## config.mk

```make
export PLATFORM = sky130hd
export DESIGN_NAME = scope_frame_builder_crc16
export DESIGN_NICKNAME = d
export VERILOG_FILES = /design/src/sv/sfb_pkg.sv /design/src/sv/sfb_front.sv /design/src/sv/sfb_queue.sv /design/src/sv/sfb_back.sv /design/src/sv/scope_frame_builder_crc16.sv
export VERILOG_INCLUDE_DIRS = /design/src /design/src/sv
export SDC_FILE = /design/constraint.sdc
export NUM_CORES = 1
export LEC_CHECK = 0
export ABC_AREA = 0
export BUFFER_PORTS_ARGS = -buffer_cell sky130_fd_sc_hd__buf_4
export CAP_MARGIN = 20
export CORE_UTILIZATION = 40
export DETAILED_ROUTE_END_ITERATION = 10
export SYNTH_ARGS = -nofsm -noshare
export SYNTH_HDL_FRONTEND = slang
export SYNTH_SLANG_ARGS = --single-unit
```

## constraint.sdc

```tcl
create_clock -name i_clk -period 7.75 [get_ports i_clk]
set_clock_uncertainty 0.1 [all_clocks]
set_input_delay 1.55 -clock i_clk [delete_from_list [all_inputs] [get_ports i_clk]]
set_output_delay 1.55 -clock i_clk [all_outputs]
set_load 0.1 [all_outputs]
```

## src/sv/scope_frame_builder_crc16_assert.svh

```systemverilog
// ----------------------------------------------------------------------------
// Assertion macros for the scope frame builder
// ----------------------------------------------------------------------------
`ifndef SCOPE_FRAME_BUILDER_CRC16_ASSERT_SVH
`define SCOPE_FRAME_BUILDER_CRC16_ASSERT_SVH

// same-cycle implication, masked during reset
`define SFB_ASSERT_IMP(lbl, clk, rst_n, ante, cons) \
    lbl: assert property (@(posedge clk) disable iff (!(rst_n)) (ante) |-> (cons)) \
        else $error("sfb assertion failed");

// next-cycle implication, masked during reset
`define SFB_ASSERT_NXT(lbl, clk, rst_n, ante, cons) \
    lbl: assert property (@(posedge clk) disable iff (!(rst_n)) (ante) |=> (cons)) \
        else $error("sfb assertion failed");

`endif

```

## src/sv/sfb_pkg.sv

```systemverilog
// ----------------------------------------------------------------------------
// sfb_pkg
// Shared types, constants and the CRC-16/MODBUS byte step.
// ----------------------------------------------------------------------------
`default_nettype none

package sfb_pkg;

    localparam int CHANNELS    = 4;
    localparam int SAMPLE_W    = 16;
    localparam int MASK_CH     = (CHANNELS < 4) ? CHANNELS : 4;
    localparam int IDX_W       = (CHANNELS > 1) ? $clog2(CHANNELS) : 1;
    localparam int DATA_BYTES  = 2 * CHANNELS;
    localparam int FRAME_BYTES = DATA_BYTES + 2;
    localparam int CNT_W       = $clog2(FRAME_BYTES);
    localparam int FRAME_W     = CHANNELS * SAMPLE_W;

    localparam int QDEPTH  = 2;
    localparam int QPTR_W  = (QDEPTH > 1) ? $clog2(QDEPTH) : 1;
    localparam int QCNT_W  = $clog2(QDEPTH + 1);

    localparam logic [15:0] CRC_INIT = 16'hFFFF;
    localparam logic [15:0] CRC_POLY = 16'hA001;

    localparam logic CMD_SINGLE = 1'b0;
    localparam logic CMD_MASKED = 1'b1;

    typedef struct packed {
        logic               cmd;
        logic [6:0]         channel_index;
        logic signed [15:0] single_value;
        logic [3:0]         channel_mask;
        logic signed [15:0] sample_one;
        logic signed [15:0] sample_two;
        logic signed [15:0] sample_three;
        logic signed [15:0] sample_four;
    } t_in;

    typedef struct packed {
        logic [7:0] frame_byte;
        logic       last_byte;
    } t_out;

    typedef logic [CHANNELS-1:0][SAMPLE_W-1:0] t_frame;

    // one byte through the reflected CRC, bit by bit
    function automatic logic [15:0] crc16_byte(input logic [15:0] crc_in,
                                               input logic [7:0]  data);
        logic [15:0] c;
        c = crc_in ^ {8'h00, data};
        for (int b = 0; b < 8; b++) begin
            if (c[0]) begin
                c = (c >> 1) ^ CRC_POLY;
            end else begin
                c = c >> 1;
            end
        end
        return c;
    endfunction

endpackage

`default_nettype wire

```

## src/sv/sfb_front.sv

```systemverilog
// ----------------------------------------------------------------------------
// sfb_front
// Takes update commands, rejects bad ones, keeps the channel store and hands
// a snapshot of all channels to the frame queue for each good update.
// ----------------------------------------------------------------------------
`default_nettype none

module sfb_front import sfb_pkg::*; (
    input  wire logic   i_clk,
    input  wire logic   i_rst_n,
    input  wire logic   push,
    output logic        full,
    input  wire t_in    i_item,
    input  wire logic   i_q_full,
    output logic        o_q_push,
    output t_frame      o_q_data
);

    t_frame                          r_store;
    t_frame                          n_store;
    logic                            upd_ok;
    logic [3:0][SAMPLE_W-1:0]        samples;

    assign samples = {i_item.sample_four, i_item.sample_three,
                      i_item.sample_two, i_item.sample_one};

    always_comb begin
        n_store = r_store;
        upd_ok  = 1'b0;
        case (i_item.cmd)
            CMD_SINGLE: begin
                if (i_item.channel_index < 7'(CHANNELS)) begin
                    n_store[i_item.channel_index[IDX_W-1:0]] = i_item.single_value;
                    upd_ok = 1'b1;
                end
            end
            CMD_MASKED: begin
                // bits for channels that do not exist are ignored
                upd_ok = (i_item.channel_mask != 4'h0);
                for (int c = 0; c < MASK_CH; c++) begin
                    if (i_item.channel_mask[c]) begin
                        n_store[c] = samples[c];
                    end
                end
            end
            default: begin
                upd_ok = 1'b0;
            end
        endcase
    end

    assign full     = i_q_full;
    assign o_q_push = push && !i_q_full && upd_ok;
    assign o_q_data = n_store;

    always_ff @(posedge i_clk) begin
        if (!i_rst_n) begin
            r_store <= '0;
        end else if (o_q_push) begin
            r_store <= n_store;
        end
    end

endmodule

`default_nettype wire

```

## src/sv/sfb_queue.sv

```systemverilog
// ----------------------------------------------------------------------------
// sfb_queue
// Short queue of channel snapshots between the front and the serialiser.
// ----------------------------------------------------------------------------
`default_nettype none

`include "scope_frame_builder_crc16_assert.svh"

module sfb_queue import sfb_pkg::*; (
    input  wire logic    i_clk,
    input  wire logic    i_rst_n,
    input  wire logic    i_push,
    input  wire t_frame  i_data,
    output logic         o_full,
    input  wire logic    i_pop,
    output logic         o_empty,
    output t_frame       o_data
);

    t_frame [QDEPTH-1:0] r_mem;
    logic [QPTR_W-1:0]   r_wptr, n_wptr;
    logic [QPTR_W-1:0]   r_rptr, n_rptr;
    logic [QCNT_W-1:0]   r_cnt,  n_cnt;
    logic                do_push, do_pop;

    assign o_full  = (r_cnt == QCNT_W'(QDEPTH));
    assign o_empty = (r_cnt == '0);
    assign o_data  = r_mem[r_rptr];
    assign do_push = i_push && !o_full;
    assign do_pop  = i_pop && !o_empty;

    always_comb begin
        n_wptr = r_wptr;
        n_rptr = r_rptr;
        n_cnt  = r_cnt;
        if (do_push) begin
            n_wptr = (r_wptr == QPTR_W'(QDEPTH - 1)) ? '0 : r_wptr + 1'b1;
        end
        if (do_pop) begin
            n_rptr = (r_rptr == QPTR_W'(QDEPTH - 1)) ? '0 : r_rptr + 1'b1;
        end
        if (do_push && !do_pop) begin
            n_cnt = r_cnt + 1'b1;
        end else if (do_pop && !do_push) begin
            n_cnt = r_cnt - 1'b1;
        end
    end

    always_ff @(posedge i_clk) begin
        if (!i_rst_n) begin
            r_wptr <= '0;
            r_rptr <= '0;
            r_cnt  <= '0;
        end else begin
            r_wptr <= n_wptr;
            r_rptr <= n_rptr;
            r_cnt  <= n_cnt;
        end
    end

    always_ff @(posedge i_clk) begin
        if (do_push) begin
            r_mem[r_wptr] <= i_data;
        end
    end

    `SFB_ASSERT_IMP(a_q_cnt_bound, i_clk, i_rst_n, 1'b1, r_cnt <= QCNT_W'(QDEPTH))
    `SFB_ASSERT_NXT(a_q_fill, i_clk, i_rst_n, do_push && !do_pop, r_cnt == $past(r_cnt) + 1'b1)
    `SFB_ASSERT_IMP(a_q_ptrs, i_clk, i_rst_n, o_empty, r_wptr == r_rptr)

endmodule

`default_nettype wire

```

## src/sv/sfb_back.sv

```systemverilog
// ----------------------------------------------------------------------------
// sfb_back
// Serialiser: sends a snapshot as channel bytes, low byte first, then the
// running CRC-16/MODBUS, through a one-beat output register.
// ----------------------------------------------------------------------------
`default_nettype none

`include "scope_frame_builder_crc16_assert.svh"

module sfb_back import sfb_pkg::*; (
    input  wire logic    i_clk,
    input  wire logic    i_rst_n,
    input  wire logic    i_q_empty,
    input  wire t_frame  i_q_data,
    output logic         o_q_pop,
    output logic         empty,
    input  wire logic    pop,
    output t_out         o_result
);

    logic [FRAME_W-1:0] r_shift, n_shift;
    logic [CNT_W-1:0]   r_cnt,   n_cnt;
    logic [15:0]        r_crc,   n_crc;
    logic               r_busy,  n_busy;
    logic               r_ovld,  n_ovld;
    t_out               r_out,   n_out;
    logic               slot_free;
    logic               emit;
    logic               at_last;
    logic               load;

    assign slot_free = !r_ovld || pop;
    assign emit      = r_busy && slot_free;
    assign at_last   = (r_cnt == CNT_W'(FRAME_BYTES - 1));
    // next frame loads on the beat that sends the last byte
    assign load      = !i_q_empty && (!r_busy || (emit && at_last));
    assign o_q_pop   = load;
    assign empty     = !r_ovld;
    assign o_result  = r_out;

    always_comb begin
        n_shift = r_shift;
        n_cnt   = r_cnt;
        n_crc   = r_crc;
        n_busy  = r_busy;
        n_ovld  = r_ovld && !pop;
        n_out   = r_out;
        if (emit) begin
            n_ovld = 1'b1;
            n_cnt  = r_cnt + 1'b1;
            if (r_cnt < CNT_W'(DATA_BYTES)) begin
                n_out.frame_byte = r_shift[7:0];
                n_out.last_byte  = 1'b0;
                n_crc            = crc16_byte(r_crc, r_shift[7:0]);
                n_shift          = r_shift >> 8;
            end else if (r_cnt == CNT_W'(DATA_BYTES)) begin
                n_out.frame_byte = r_crc[7:0];
                n_out.last_byte  = 1'b0;
            end else begin
                n_out.frame_byte = r_crc[15:8];
                n_out.last_byte  = 1'b1;
                n_busy           = 1'b0;
            end
        end
        if (load) begin
            n_shift = i_q_data;
            n_cnt   = '0;
            n_crc   = CRC_INIT;
            n_busy  = 1'b1;
        end
    end

    always_ff @(posedge i_clk) begin
        if (!i_rst_n) begin
            r_cnt  <= '0;
            r_busy <= 1'b0;
            r_ovld <= 1'b0;
        end else begin
            r_cnt  <= n_cnt;
            r_busy <= n_busy;
            r_ovld <= n_ovld;
        end
    end

    always_ff @(posedge i_clk) begin
        r_shift <= n_shift;
        r_crc   <= n_crc;
        r_out   <= n_out;
    end

    `SFB_ASSERT_IMP(a_cnt_range, i_clk, i_rst_n, r_busy, r_cnt <= CNT_W'(FRAME_BYTES - 1))
    `SFB_ASSERT_NXT(a_last_flag, i_clk, i_rst_n, emit && at_last, r_ovld && r_out.last_byte)
    `SFB_ASSERT_NXT(a_load_start, i_clk, i_rst_n, load, r_busy && r_cnt == '0)

endmodule

`default_nettype wire

```

## src/sv/scope_frame_builder_crc16.sv

```systemverilog
// ----------------------------------------------------------------------------
// scope_frame_builder_crc16
// Four-channel scope store; each good update sends a CRC-16/MODBUS frame.
//
// Input queue: present an update on i_item with push; it is taken on a
// clock edge where push is high and full is low. A single-channel update
// with an index beyond the channels, or a masked update with a zero mask,
// is taken and dropped: no state change, no bytes.
// Result queue: while empty is low, o_result holds the oldest frame byte;
// pop takes it. Each good update gives ten beats: eight channel bytes,
// each channel low byte first, then the CRC low and high bytes; last_byte
// marks the tenth.
// Path: an update goes into the snapshot queue, then into the serialiser,
// which registers its first byte in the output beat. Throughput: one byte
// per cycle while pop is high, set by the serialiser sending one byte a
// beat; the front runs ahead by up to two frames in the snapshot queue.
// Stalls: with pop low the output beat holds and the serialiser waits;
// once the snapshot queue fills, full rises.
// Reset: all channels read zero, both queues empty.
// ----------------------------------------------------------------------------
`default_nettype none

module scope_frame_builder_crc16 import sfb_pkg::*; (
    input  wire logic  i_clk,
    input  wire logic  i_rst_n,
    input  wire logic  push,
    output logic       full,
    input  wire t_in   i_item,
    output logic       empty,
    input  wire logic  pop,
    output t_out       o_result
);

    logic   q_push, q_full, q_pop, q_empty;
    t_frame q_wdata, q_rdata;

    sfb_front u_front (
        .i_clk    (i_clk),
        .i_rst_n  (i_rst_n),
        .push     (push),
        .full     (full),
        .i_item   (i_item),
        .i_q_full (q_full),
        .o_q_push (q_push),
        .o_q_data (q_wdata)
    );

    sfb_queue u_queue (
        .i_clk   (i_clk),
        .i_rst_n (i_rst_n),
        .i_push  (q_push),
        .i_data  (q_wdata),
        .o_full  (q_full),
        .i_pop   (q_pop),
        .o_empty (q_empty),
        .o_data  (q_rdata)
    );

    sfb_back u_back (
        .i_clk     (i_clk),
        .i_rst_n   (i_rst_n),
        .i_q_empty (q_empty),
        .i_q_data  (q_rdata),
        .o_q_pop   (q_pop),
        .empty     (empty),
        .pop       (pop),
        .o_result  (o_result)
    );

endmodule

`default_nettype wire

```

After elaboration in Yosys (flattened, before gate mapping)

Cells that the tools add are included.

Register bits after elaboration: 291
Input bits: 96

$add $sub $neg: 5
Reductions and logical operators: 30
$lt $le $gt $ge: 7
Equal/unequal tests: 5
Multiplexer cells: 52
Bitwise logic cells: 11

Operators by type and width:

| cell                                                        | count |
|---|---|
| two-way mux 64 bit                                          | 7 |
| two-way mux 16 bit                                          | 27 |
| bitwise mux 128 bit                                         | 1 |
| case mux 64 bit (2 select lines)                            | 1 |
| bitwise mux 64 bit                                          | 1 |
| demux 64 bit (select 1 bit)                                 | 1 |
| demux 16 bit (select 2 bit)                                 | 1 |
| NOT 2 -> 3 bit                                              | 8 |
| two-way mux 9 bit                                           | 2 |
| bitwise XOR 16 x 8 -> 16 bit                                | 1 |
| logical AND 1 bit                                           | 12 |
| == test 4 bit (second input constant)                       | 2 |
| two-way mux 1 bit                                           | 8 |
| zero test 1 bit                                             | 7 |
| less-than comparator 7 x 3 -> 1 bit (second input constant) | 1 |
| nonzero test 2 bit                                          | 3 |
| adder 4 x 1 -> 4 bit (second input constant)                | 1 |
| less-than comparator 1 x 2 -> 1 bit (second input constant) | 2 |
| less-than comparator 4 bit (second input constant)          | 1 |
| two-way mux 2 bit                                           | 2 |
| inequality test 2 bit (second input constant)               | 2 |
| AND reduction 2 bit                                         | 2 |
| nonzero test 4 bit                                          | 1 |
| less-than comparator 2 x 3 -> 1 bit (second input constant) | 1 |
| other kinds (12)                                            | 15 |

Depth between registers and ports, before layout

Depth in word-level cells: 31
Depth in mapped cells: 12
Mapped depth without buffers: 10

Hierarchy

Synthesis repeated with hierarchy kept, for this count alone.

Cells, all modules: 992
Area total of the unflattened synthesis: 13247.7 sq um

Modules (own cells, without submodules):

| module    | times used | area each (sq um) | cells an instance |
|---|---|---|---|
| sfb_queue | 1          | 4819.6            | 222 |
| sfb_front | 1          | 4310.4            | 486 |
| sfb_back  | 1          | 4117.7            | 284 |

Least setup slack after synthesis

Ideal clock, no wire load.

Path kind: input -> register
From: in i_item[89] (netlist name)
To: reg u_queue.r_mem[0] (netlist name), enable pin
Arrival time: 5.404 ns
Stages: 6
Setup time: 0.488 ns
Slack: 1.758 ns
Buffers on the path: 2
Cells stage by stage: or3_1 clkbuf_1 nor3_1 o2111ai_1 buf_2 nor2_1

Word-level cells in the longest chain between the ends: 5

RTL lines:

| element                             | RTL line                        | source |
|---|---|---|
| start, declared                     | scope_frame_builder_crc16.sv:28 | `input wire t_in i_item,` |
| less-than comparator 7 x 3 -> 1 bit | sfb_front.sv:32                 | `if (i_item.channel_index < 7'(CHANNELS)) begin` |
| two-way mux 1 bit                   | sfb_front.sv:32                 |  |
| case mux 1 bit (2 select lines)     | sfb_front.sv:30                 | `case (i_item.cmd)` |
| logical AND 1 bit                   | sfb_front.sv:53                 | `assign o_q_push = push && !i_q_full && upd_ok;` |
| logical AND 1 bit                   | sfb_queue.sv:29                 | `assign do_push = i_push && !o_full;` |
| end signal, assigned by index       | sfb_queue.sv:63                 | `r_mem[r_wptr] <= i_data;` |
| end, declared                       | sfb_queue.sv:20                 | `t_frame [QDEPTH-1:0] r_mem;` |

Every way passes these cells.
A chain may end at the register's enable or synchronous reset.

Worst setup path after layout

From: in i_item[89] (netlist name)
To: reg u_queue.r_mem[6] (netlist name), enable pin

The elaborated chain is that of the path after synthesis.

==> results.yml <==
setup_path:
  cp_max_fo: 66
  r2r-start: "u_back.r_cnt[3]$_SDFFE_PP0P_"
  critPathArrivalTime_ns: 4.29
  startpoint_type: "input pin"
  r2r_setup_slack_ns: 4.04
  end_kind: "register"
  r2r_cells: 6
  reg2reg_to: "u_back.r_shift[34]$_DFFE_PP_"
  path_class: "in -> reg"
  required_ns: 7.83
place:
  numPortBuffers: 106
  place_area_um2: 14420
  routabilityCongestion: 0.7833
  dp_hpwl_um: 22080
  place_inst: 1657
global_route:
  first_global_vias: 8659
  grt_max_degree: 99
  grt_pass1_wl_um: 53670
  overflow: 0
  grt_usage_pct: 20.98
  antenna_found_initial: 2
clock_tree:
  postCtsHoldBufs: 0
  cts_buffer_depth: 3
  ctsHtreeMaxLevel: 1
  cts.clk_slew.worst_paths_ns: 0.06
  clk_latency_ns: 0.55
  cts_tree: "done"
  numCtsBuffers: 31
  clockRootBuffer: "clkbuf_16"
  postCtsSetupBuffers: 0
  cts_resized: 0
  cts_num_sinks: 291
floorplanning:
  dieWidth_um: 184.6
  dieArea_um2: 34080
  io_pins: 107
  initial_core_util_pct: 40.78
  die_y_um: 184.6
  std_cell_rows: 66
  coreArea_um2: 32700
layout:
  nets: 1349
  fin_area_um2: 15390
  fin_util_pct: 47.07
  syn_to_final_growth_pct: 15.41
  fin_cells: 1715
  drive_gt1_share_pct: 15.87
  num_antenna_cells: 0
detailed_routing:
  vias: 9353
  avgRoutedWirePerCell_um: 20.73
  ant_nets: 0
  drt_first_pass_iters: 5
  vias_per_cell: 5.454
  drc_errors: 0
  routed_wl_um: 35550
  drtIter0Drc: 627
sta:
  setup_viol_count_final: 0
  relSlewSlack_pct: 36.50
  fmax_mhz: 237.8
  tightest_slew_ns: 0.9525
  hold_viol: 0
  period_minus_slack_ns: 4.206
  tns_ns: 0
  hold_ws_ns: 0.3632
  period_share_pct: 54.27
  final-max-slew-violation-count: 0
  rsz0062_at_grt: "no"
min_path:
  min_from: "u_back.r_crc[11]$_SDFFE_PP1P_"
  hold_class: "reg -> reg"
  holdPathEnd: "u_back.r_crc[3]$_SDFFE_PP1P_"
  whs_path_depth: 2
logic_synthesis:
  yosys.area.top_type: "edfxtp_1"
  syn_inst: 1186
  ys_seq_area_share_pct: 58.77
  ys_types: 42
  syn_area_um2: 13340
  synth_area_per_cell_um2: 11.24
  synth_seq_cells: 291
  synth_top_area_share_pct: 45.26
  async_flop_share_pct: 0
  synth_common_cells: "edfxtp_1, nand2_1, o21ai_0, dfxtp_1, mux2i_1"
  syn-num-nets: 1286
  synth_top_flop_cell: "edfxtp_1"
  yosys_warnings: 0
  synth-edff-count: 201
  synthTopCellsByArea: "edfxtp_1, dfxtp_1, nand2_1"
pwr:
  irDropWorstVdd_mv: 0.2725
  p_leak_nw: 5.391
  power.density_nw_per_um2: 340.4
status:
  status: "finished clean"
run:
  drv_cap: 0
placed cells by master, fill, tap and decap left out, types with 31 or more instances in the layout:
cell type and n:
nand2_1 200, a21boi_1 61, edfxtp_1 201, o21ai_0 137
mux2i_1 72, o211ai_1 34, nor2b_1 69, a22oi_1 70
dfxtp_1 89, clkbuf_16 31, buf_4 122
state kept, by name (all words and copies together) (netlist names):
| register | cells |
|---|---|
| u_back.o_result | 9 |
| u_queue.r_rptr | 1 |
| u_queue.r_wptr | 1 |
| u_front.r_store | 64 |
| u_queue.r_mem | 128 |
| u_back.r_ovld | 1 |
| u_back.r_crc | 16 |
| u_back.r_busy | 1 |
| u_back.r_shift | 64 |
| u_back.r_cnt | 4 |
| u_queue.r_cnt | 2 |
worst max path at each step:
stage / start / endpoint / slack (ns) / depth (start not counted)
after global routing: i_item[89] / u_queue.r_mem[29]$_DFFE_PP_ / 3.35 / 8
final: i_item[89] / u_queue.r_mem[6]$_DFFE_PP_ / 3.54 / 8
after global placement: i_item[89] / u_queue.r_mem[79]$_DFFE_PP_ / 2.97 / 8
after CTS: i_item[89] / u_queue.r_mem[79]$_DFFE_PP_ / 3.45 / 8
after floorplan: i_item[89] / u_queue.r_mem[0]$_DFFE_PP_ / 1.76 / 6
after detailed placement: i_item[89] / u_queue.r_mem[79]$_DFFE_PP_ / 2.89 / 8
worst max-delay path, cell delays in order:
cell       delay [ns]
buf_4            0.10
or3_2            0.46
buf_4            0.25
nor3_1           0.35
o2111ai_4        0.15
buf_4            0.39
nor2_4           0.48
buf_4            0.49
logic make-up (layout without fill, tap and decap cells):
| family | count (synthesis) | after routing | synth area share [%] |
|---|---|---|---|
| compound gates | 351 | 351 | 18.16 |
| xor+xnor | 27 | 27 | 2.101 |
| fa+ha+maj | 4 | 4 | 0.3753 |
| buf+inv | 102 | 189 | 3.471 |
| flops | 291 | 291 | 58.77 |
| mux | 72 | 72 | 5.404 |
| simple gates | 339 | 339 | 11.72 |
per-layer routing:
layer / vias to the layer above / track usage, % / wire, µm
met2: 286 / 31.86 / 15820
met3: 56 / 3.734 / 2142
met5: - / 0 / 26
met1: 4570 / 30.02 / 16500
met4: 4 / 7.167 / 1063
li1: 4437 / - / -
stage by stage:
| step | setup slack (ns) | power [mW] |
|---|---|---|
| after global routing | 3.349 | 5.507 |
| final | 3.544 | 5.240 |
| after CTS | 3.445 | 5.286 |
| after floorplan | 1.758 | 3.454 |
| after global placement | 2.972 | 3.844 |
| after detailed placement | 2.888 | 3.874 |
power breakdown:
group | switching [mW] | leakage [nW] | total, mW | internal, mW
sequential | 0.164 | 2.65 | 2.30 | 2.14
clock | 0.581 | 0.461 | 1.41 | 0.825
combinational | 0.933 | 2.28 | 1.53 | 0.599
total | 1.68 | 5.39 | 5.24 | 3.56
final cells by class:
cell class                      instances  area, µm²
Timing Repair Buffer                  124      947.2
Clock inverter                          8      90.09
Multi-Input combinational cell        793       5066
Fill cell                            3029      17310
Inverter                                8      31.28
Tap cell                              442      553.0
Clock buffer                           49      863.3
Sequential cell                       291       7841
No activity file was read; power rests on OpenSTA's default activity.
